`src/hdl/spq_pkg.sv`:
```
// Shared definitions for the sorted priority queue: default sizes, action and
// status codes, sequencer states. Used by sorted_priority_queue.
// No dependencies.
`default_nettype none

package spq_pkg;

	// Default sizes, handed to the top level parameters
	localparam int DEF_CAPACITY     = 16;
	localparam int DEF_KEY_BITS     = 16;
	localparam int DEF_PAYLOAD_BITS = 32;

	// Requested operation
	typedef enum logic [1:0] {
		ACT_ENQ = 2'd0,
		ACT_DEQ = 2'd1,
		ACT_CLR = 2'd2,
		ACT_NOP = 2'd3   // unused code, no operation
	} action_t;

	// Result status
	typedef enum logic [1:0] {
		STAT_OK    = 2'd0,
		STAT_FULL  = 2'd1,
		STAT_EMPTY = 2'd2
	} status_t;

	// Sequencer states
	typedef enum logic [1:0] {
		ST_IDLE    = 2'd0,
		ST_ENQ_RD  = 2'd1,
		ST_ENQ_CMP = 2'd2,
		ST_DEQ_RD  = 2'd3
	} state_t;

endpackage

`default_nettype wire

```
`src/hdl/spq_ram.sv`:
```
// Generic simple dual-port RAM: one write port, one read port, registered read.
// No dependencies.
`default_nettype none

module spq_ram #(
	parameter int WIDTH = 8,
	parameter int DEPTH = 16
) (
	input  wire logic                     clk,
	input  wire logic                     wr_en,
	input  wire logic [$clog2(DEPTH)-1:0] wr_addr,
	input  wire logic [WIDTH-1:0]         wr_data,
	input  wire logic                     rd_en,
	input  wire logic [$clog2(DEPTH)-1:0] rd_addr,
	output logic      [WIDTH-1:0]         rd_data
);

	logic [WIDTH-1:0] mem_q [DEPTH];

	// write port
	always_ff @(posedge clk) begin
		if (wr_en) begin
			mem_q[wr_addr] <= wr_data;
		end
	end

	// registered read port
	always_ff @(posedge clk) begin
		if (rd_en) begin
			rd_data <= mem_q[rd_addr];
		end
	end

endmodule

`default_nettype wire

```
`src/hdl/sorted_priority_queue.sv`:
```
// Sorted priority queue top level: sequencer, circular address unit, result registers.
// Depends on spq_pkg and spq_ram.
//
// Holds up to CAPACITY key/payload entries in ascending key order in one RAM used as
// a circular buffer; equal keys leave in arrival order. A command transfers at a
// rising edge with start high and busy low; its result is on the result ports for
// exactly one cycle with done high, in the cycle in which busy falls (or the cycle
// right after the transfer for commands that finish at once), and must be taken then.
// The insertion loop alternates ST_ENQ_RD, reading the entry below the insertion slot
// through the single RAM read port, and ST_ENQ_CMP, which compares it and moves it up
// one slot or writes the new entry; ST_ENQ_RD writes a new smallest key at the head.
// A dequeue waits in ST_DEQ_RD for the registered RAM read of the head entry. Clear,
// an enqueue into a full queue, a dequeue from an empty queue and the unused action
// code finish without going busy. Storage needs no clearing pass after reset.
`default_nettype none

module sorted_priority_queue
	import spq_pkg::*;
#(
	parameter int CAPACITY     = DEF_CAPACITY,
	parameter int KEY_BITS     = DEF_KEY_BITS,
	parameter int PAYLOAD_BITS = DEF_PAYLOAD_BITS
) (
	input  wire logic                    clk,
	input  wire logic                    arst_n,
	input  wire logic                    start,
	output logic                         busy,
	input  wire logic [1:0]              action,
	input  wire logic [KEY_BITS-1:0]     key_in,
	input  wire logic [PAYLOAD_BITS-1:0] payload_in,
	output logic                         done,
	output logic [1:0]                   status,
	output logic [KEY_BITS-1:0]          key_out,
	output logic [PAYLOAD_BITS-1:0]      payload_out,
	output logic                         is_empty
);

	localparam int AW = $clog2(CAPACITY);
	localparam int CW = $clog2(CAPACITY + 1);
	localparam int EW = KEY_BITS + PAYLOAD_BITS;

	state_t                  state_q, state_d;
	logic [AW-1:0]           head_q, head_d;
	logic [CW-1:0]           count_q, count_d;
	logic [AW-1:0]           idx_q, idx_d;
	logic [KEY_BITS-1:0]     key_q;
	logic [PAYLOAD_BITS-1:0] payload_q;

	logic                    done_q;
	status_t                 status_q;
	logic [KEY_BITS-1:0]     key_out_q;
	logic [PAYLOAD_BITS-1:0] payload_out_q;
	logic                    is_empty_q;

	logic                    accept;
	logic                    full;
	logic                    fin;
	status_t                 res_status;
	logic [KEY_BITS-1:0]     res_key;
	logic [PAYLOAD_BITS-1:0] res_payload;

	logic [AW-1:0]           offset;
	logic [AW:0]             sum;
	logic [AW-1:0]           phys;

	logic                    ram_we;
	logic [AW-1:0]           ram_waddr;
	logic [EW-1:0]           ram_wdata;
	logic                    ram_re;
	logic [EW-1:0]           ram_rdata;
	logic [KEY_BITS-1:0]     rd_key;
	logic [PAYLOAD_BITS-1:0] rd_payload;

	assign accept     = start && (state_q == ST_IDLE);
	assign busy       = (state_q != ST_IDLE);
	assign full       = (count_q == CW'(CAPACITY));
	assign rd_key     = ram_rdata[EW-1:PAYLOAD_BITS];
	assign rd_payload = ram_rdata[PAYLOAD_BITS-1:0];

	// Shared address unit: logical slot to RAM address, head plus offset modulo capacity
	always_comb begin
		case (state_q)
			ST_ENQ_RD:  offset = (idx_q != '0) ? (idx_q - AW'(1)) : '0;
			ST_ENQ_CMP: offset = idx_q;
			ST_DEQ_RD:  offset = AW'(1);
			default:    offset = '0;
		endcase
		sum = {1'b0, head_q} + {1'b0, offset};
		if (sum >= (AW + 1)'(CAPACITY)) begin
			phys = AW'(sum - (AW + 1)'(CAPACITY));
		end else begin
			phys = sum[AW-1:0];
		end
	end

	// Next state
	always_comb begin
		state_d = state_q;
		case (state_q)
			ST_IDLE: begin
				if (accept) begin
					case (action)
						ACT_ENQ: if (!full) state_d = ST_ENQ_RD;
						ACT_DEQ: if (count_q != '0) state_d = ST_DEQ_RD;
						default: state_d = ST_IDLE;
					endcase
				end
			end
			ST_ENQ_RD: begin
				if (idx_q != '0) state_d = ST_ENQ_CMP;
				else state_d = ST_IDLE;
			end
			ST_ENQ_CMP: begin
				if (rd_key > key_q) state_d = ST_ENQ_RD;
				else state_d = ST_IDLE;
			end
			ST_DEQ_RD: state_d = ST_IDLE;
			default:   state_d = ST_IDLE;
		endcase
	end

	// Datapath control and results
	always_comb begin
		ram_we      = 1'b0;
		ram_waddr   = phys;
		ram_wdata   = {key_q, payload_q};
		ram_re      = 1'b0;
		head_d      = head_q;
		count_d     = count_q;
		idx_d       = idx_q;
		fin         = 1'b0;
		res_status  = STAT_OK;
		res_key     = '0;
		res_payload = '0;
		case (state_q)
			ST_IDLE: begin
				if (accept) begin
					case (action)
						ACT_ENQ: begin
							if (full) begin
								fin        = 1'b1;
								res_status = STAT_FULL;
							end else begin
								idx_d = count_q[AW-1:0];
							end
						end
						ACT_DEQ: begin
							if (count_q == '0) begin
								fin        = 1'b1;
								res_status = STAT_EMPTY;
							end else begin
								// offset is zero here: read the head entry
								ram_re = 1'b1;
							end
						end
						ACT_CLR: begin
							count_d = '0;
							fin     = 1'b1;
						end
						default: fin = 1'b1;
					endcase
				end
			end
			ST_ENQ_RD: begin
				if (idx_q != '0) begin
					ram_re = 1'b1;
				end else begin
					// new key is the smallest: lands at the head slot
					ram_we  = 1'b1;
					count_d = count_q + CW'(1);
					fin     = 1'b1;
				end
			end
			ST_ENQ_CMP: begin
				ram_we = 1'b1;
				if (rd_key > key_q) begin
					// move the larger entry up one slot
					ram_wdata = ram_rdata;
					idx_d     = idx_q - AW'(1);
				end else begin
					count_d = count_q + CW'(1);
					fin     = 1'b1;
				end
			end
			ST_DEQ_RD: begin
				res_key     = rd_key;
				res_payload = rd_payload;
				head_d      = phys;
				count_d     = count_q - CW'(1);
				fin         = 1'b1;
			end
			default: ;
		endcase
	end

	// Control registers
	always_ff @(posedge clk or negedge arst_n) begin
		if (!arst_n) begin
			state_q <= ST_IDLE;
			head_q  <= '0;
			count_q <= '0;
			idx_q   <= '0;
			done_q  <= 1'b0;
		end else begin
			state_q <= state_d;
			head_q  <= head_d;
			count_q <= count_d;
			idx_q   <= idx_d;
			done_q  <= fin;
		end
	end

	// Command capture and result registers
	always_ff @(posedge clk) begin
		if (accept) begin
			key_q     <= key_in;
			payload_q <= payload_in;
		end
		if (fin) begin
			status_q      <= res_status;
			key_out_q     <= res_key;
			payload_out_q <= res_payload;
			is_empty_q    <= (count_d == '0);
		end
	end

	spq_ram #(
		.WIDTH(EW),
		.DEPTH(CAPACITY)
	) u_ram (
		.clk    (clk),
		.wr_en  (ram_we),
		.wr_addr(ram_waddr),
		.wr_data(ram_wdata),
		.rd_en  (ram_re),
		.rd_addr(phys),
		.rd_data(ram_rdata)
	);

	assign done        = done_q;
	assign status      = status_q;
	assign key_out     = key_out_q;
	assign payload_out = payload_out_q;
	assign is_empty    = is_empty_q;

	// Checks
	a_done_idle: assert property (@(posedge clk) disable iff (!arst_n)
		done_q |-> (state_q == ST_IDLE))
		else $error("result strobe while sequencer busy");

	a_count_bound: assert property (@(posedge clk) disable iff (!arst_n)
		count_q <= CW'(CAPACITY))
		else $error("entry count above capacity");

	a_cmd_progress: assert property (@(posedge clk) disable iff (!arst_n)
		accept |=> (busy || done_q))
		else $error("command transfer neither busy nor finished");

	a_full_reject: assert property (@(posedge clk) disable iff (!arst_n)
		(done_q && (status_q == STAT_FULL)) |-> (count_q == CW'(CAPACITY)))
		else $error("enqueue rejected while queue not full");

endmodule

`default_nettype wire

```
`config.mk`:
```
export PLATFORM = sky130hd
export DESIGN_NAME = sorted_priority_queue
export DESIGN_NICKNAME = d
export VERILOG_FILES = /design/src/hdl/spq_pkg.sv /design/src/hdl/spq_ram.sv /design/src/hdl/sorted_priority_queue.sv
export SDC_FILE = /design/constraint.sdc
export NUM_CORES = 1
export LEC_CHECK = 0
export CAP_MARGIN = 20
export CORE_MARGIN = 10
export CORE_UTILIZATION = 50
export CTS_CLUSTER_SIZE = 14
export DETAILED_ROUTE_END_ITERATION = 8
export DONT_BUFFER_PORTS = 1
export PLACE_DENSITY_LB_ADDON = 0.12
export SYNTH_ARGS = -nofsm -noshare
export SYNTH_HDL_FRONTEND = slang
export SYNTH_SLANG_ARGS = --single-unit
```
`constraint.sdc`:
```
create_clock -name clk -period 10.4 [get_ports clk]
set_clock_uncertainty 0.15 [all_clocks]
set_input_delay 1.56 -clock clk [delete_from_list [all_inputs] [get_ports clk]]
set_output_delay 1.56 -clock clk [all_outputs]
set_load 0.01 [all_outputs]
```
==> flow_summary.yaml <==
floorplanning:
  die_y_um: 288.2
  ios: 106
  initial_utilization_pct: 50.39
  fp.dieW_um: 288.2
  fp.dieArea_sq_um: 83050
  row_count: 98
  core_area_sq_um: 71360
placement:
  place_area_sq_um: 37330
  hpwl_um: 39790
  numPlacedInstances: 2506
  port_buffers: 0
  gp_congestion: 0.7772
timing:
  hold_viol: 0
  drv_slew: 0
  worst_pin_slew_ns: 1.112
  fin_crit_sh_pct: 56.89
  rsz0062_at_grt: "no"
  fin_tns_setup_ns: 0
  setup_viol: 0
  maxSlewHeadroom_pct: 25.90
  layout_min_cycle_time_ns: 5.917
  max_freq_mhz: 169.0
drt:
  wire_per_inst_um: 29.37
  routed.top_layer: "met4"
  drc: 0
  routed-wl-met3_um: 4527
  finalWirelength_um: 78750
  wl_met2_um: 38730
  wl_met1_um: 33600
  viasPerCell: 6.021
  drt-initial-drc-count: 1526
  first_pass_iters: 5
  num_vias: 16140
  ant_nets: 0
synthesis:
  synth.area.top_cells: "edfxtp_1, mux4_2, dfrtp_1"
  synth_fp_nets: 1675
  yosysTopAreaCell: "edfxtp_1"
  syn_inst: 1594
  netlist_area_sq_um: 35960
  ys_seq_elements: 931
  synthArstFlopShare_pct: 1.719
  synthXorXnorAreaFrac_pct: 0.2157
  synth-seq-area-share_pct: 77.52
  synth.most_common_cell: "edfxtp_1"
  synth_simple_gate_area_share_pct: 2.411
  yosysTopAreaCellShare_pct: 76.40
  ys_types: 60
  muxShareOfSynthArea_pct: 16.13
  synth_adder_area_share_pct: 0.9951
  yosysWarningCount: 0
  avgSynthCellArea_sq_um: 22.56
  synth_top_family_by_area: "multiplexers"
  synth_top_flop_cell: "edfxtp_1"
  yosys-top-cells-count: "edfxtp_1, mux4_2, and2_1"
  synth-compound-area-share_pct: 1.507
  synth-edff-count: 915
cts:
  root_buffer: "clkbuf_16"
  path_clk_slew_ns: 0.06
  cts_buffers: 94
  post_cts_resized: 0
  cts_sinks: 931
  clock_path_buffers: 3
  htreeDepth: 3
  postCtsSetupBuffers: 0
  holdBufCountCts: 0
  insertion_delay_ns: 0.64
  cts_tree: "done"
finish:
  post-route-cell-area_sq_um: 40320
  drive_gt1_share_pct: 27.50
  area_growth_pct: 12.13
  n_antenna_cell: 0
  stdcell_count: 2681
  layout.nets: 1739
global_route:
  grt_pass1_vias: 17220
  grt_antenna_before_repair: 1
  grt.overflow.total: 0
  grt_start_max_net_pins: 128
  track_usage_pct: 19.18
  grt_pass1_wl_um: 116300
pwr:
  peakVddDrop_mv: 0.3861
  leakage_nw: 12.70
  power_density_nw_per_um2: 340.1
setup_path:
  setup.worst_path.end_class: "register"
  crit_slowest_cell: "ha_4"
  crit_top_cell: "nor2_1"
  critPathKind: "register to register"
  arrival_ns: 6.03
  worstSetupStartpointType: "register"
  cp_max_fo: 127
  cp_data_required_time_ns: 10.51
  slowest_delay_ns: 0.85
  crit_chain: "inv_1, ha_1, inv_2, o31ai_4, nor2_1, a211oi_1, nor2_1, ha_4, buf_12, nand2_1, nor2_4, buf_4"
min_path:
  hp-class: "register to register"
job:
  drv_cap: 0
run_status:
  status: "finished clean"
through the flow:
step	utilization (%)	power [W]	setup WS [ns]	hold WS [ns]
2_1_floorplan	-	0.009182	3.145	0.3375
3_3_place_gp	52.26	0.01061	4.358	0.3747
3_5_place_dp	52.31	0.01066	4.244	0.3765
4_1_cts	56.39	0.01389	4.252	0.3905
5_1_grt	56.51	0.01438	3.866	0.4111
6_report	56.51	0.01372	4.483	0.3885
layout make-up:
class	instances	area (sq um)
Multi-Input combinational cell	556	7828
Inverter	31	116.4
Fill cell	5300	31040
Clock buffer	122	2574
Sequential cell	931	27880
Tap cell	950	1189
Clock inverter	47	335.3
Timing Repair Buffer	44	406.6
state kept, by name (all words and copies together) (netlist names):
| signal | flops |
|---|---|
| u_ram.mem_q | 768 |
| u_ram.rd_data | 48 |
| payload_out | 32 |
| payload_q | 32 |
| key_out | 16 |
| key_q | 16 |
| count_q | 5 |
| head_q | 4 |
| idx_q | 4 |
| state_q | 2 |
| status | 2 |
| done | 1 |
| is_empty | 1 |
kinds of logic (layout without fill, tap and decap cells):
kind of cell	Yosys count	count (layout)
flip-flops	931	931
buffers and inverters	107	244
adder cells (fa/ha/maj)	28	28
AO/OA/AOI/OAI	82	82
XOR/XNOR	8	8
AND/OR/NAND/NOR	163	163
multiplexers	275	275
placed cells by master (no fill, tap or decap), types with 3 or more instances in the layout:
cell / count
nand4_1: 3
nand2_1: 43
clkbuf_1: 22
xor2_1: 3
o31ai_1: 3
o21ai_0: 10
nor4_1: 3
clkinv_2: 17
clkinv_1: 23
buf_4: 39
a31oi_1: 3
mux4_2: 240
bufinv_16: 4
mux2_1: 4
nor3_1: 8
o21ai_1: 16
buf_16: 3
xnor2_1: 3
clkinvlp_4: 3
o211ai_1: 4
and2_1: 49
a211oi_1: 4
ha_1: 25
clkbuf_16: 99
edfxtp_1: 915
dfrtp_1: 16
nor2_1: 17
nor2_4: 8
a21oi_1: 19
nand3_1: 8
inv_1: 27
mux2_2: 31
nor3_2: 8
routing by layer:
metal | up-vias | global-route usage (%)
met4 | 0 | 5.378
met2 | 477 | 31.00
li1 | 6818 | -
met3 | 135 | 3.788
met5 | - | 0
met1 | 8713 | 26.55
power breakdown:
group / switching (W) / total [W] / leakage [nW] / internal (W)
Sequential: 0.000249 / 0.00532 / 8.49 / 0.00507
Clock: 0.00137 / 0.00321 / 1.42 / 0.00184
Combinational: 0.00273 / 0.00519 / 2.78 / 0.00246
Total: 0.00435 / 0.0137 / 12.7 / 0.00937
final timing paths:
kind | cells after the start | from | slack [ns] | end
max reg2reg | 12 | idx_q[0] | 4.48 | u_ram.mem_q[15][4]
max | 12 | idx_q[0] | 4.48 | u_ram.mem_q[15][4]
min reg2reg | 2 | head_q[2] | 0.39 | head_q[2]
min | 2 | head_q[2] | 0.39 | head_q[2]
min in group asynchronous | 0 | arst_n | 0.47 | state_q[0]
max in group asynchronous | 0 | arst_n | 9.56 | count_q[3]
critical path: cells and delay by family, from the launching register on:
family,cells,cell delay [ns]
buffers and inverters,4,1.66
AOI/OAI and AO/OA,2,0.64
DFF,1,0.43
adders and majority gates,2,1.10
and+or+nand+nor,4,1.47
Note: power is estimated with default switching activity, not from simulation.
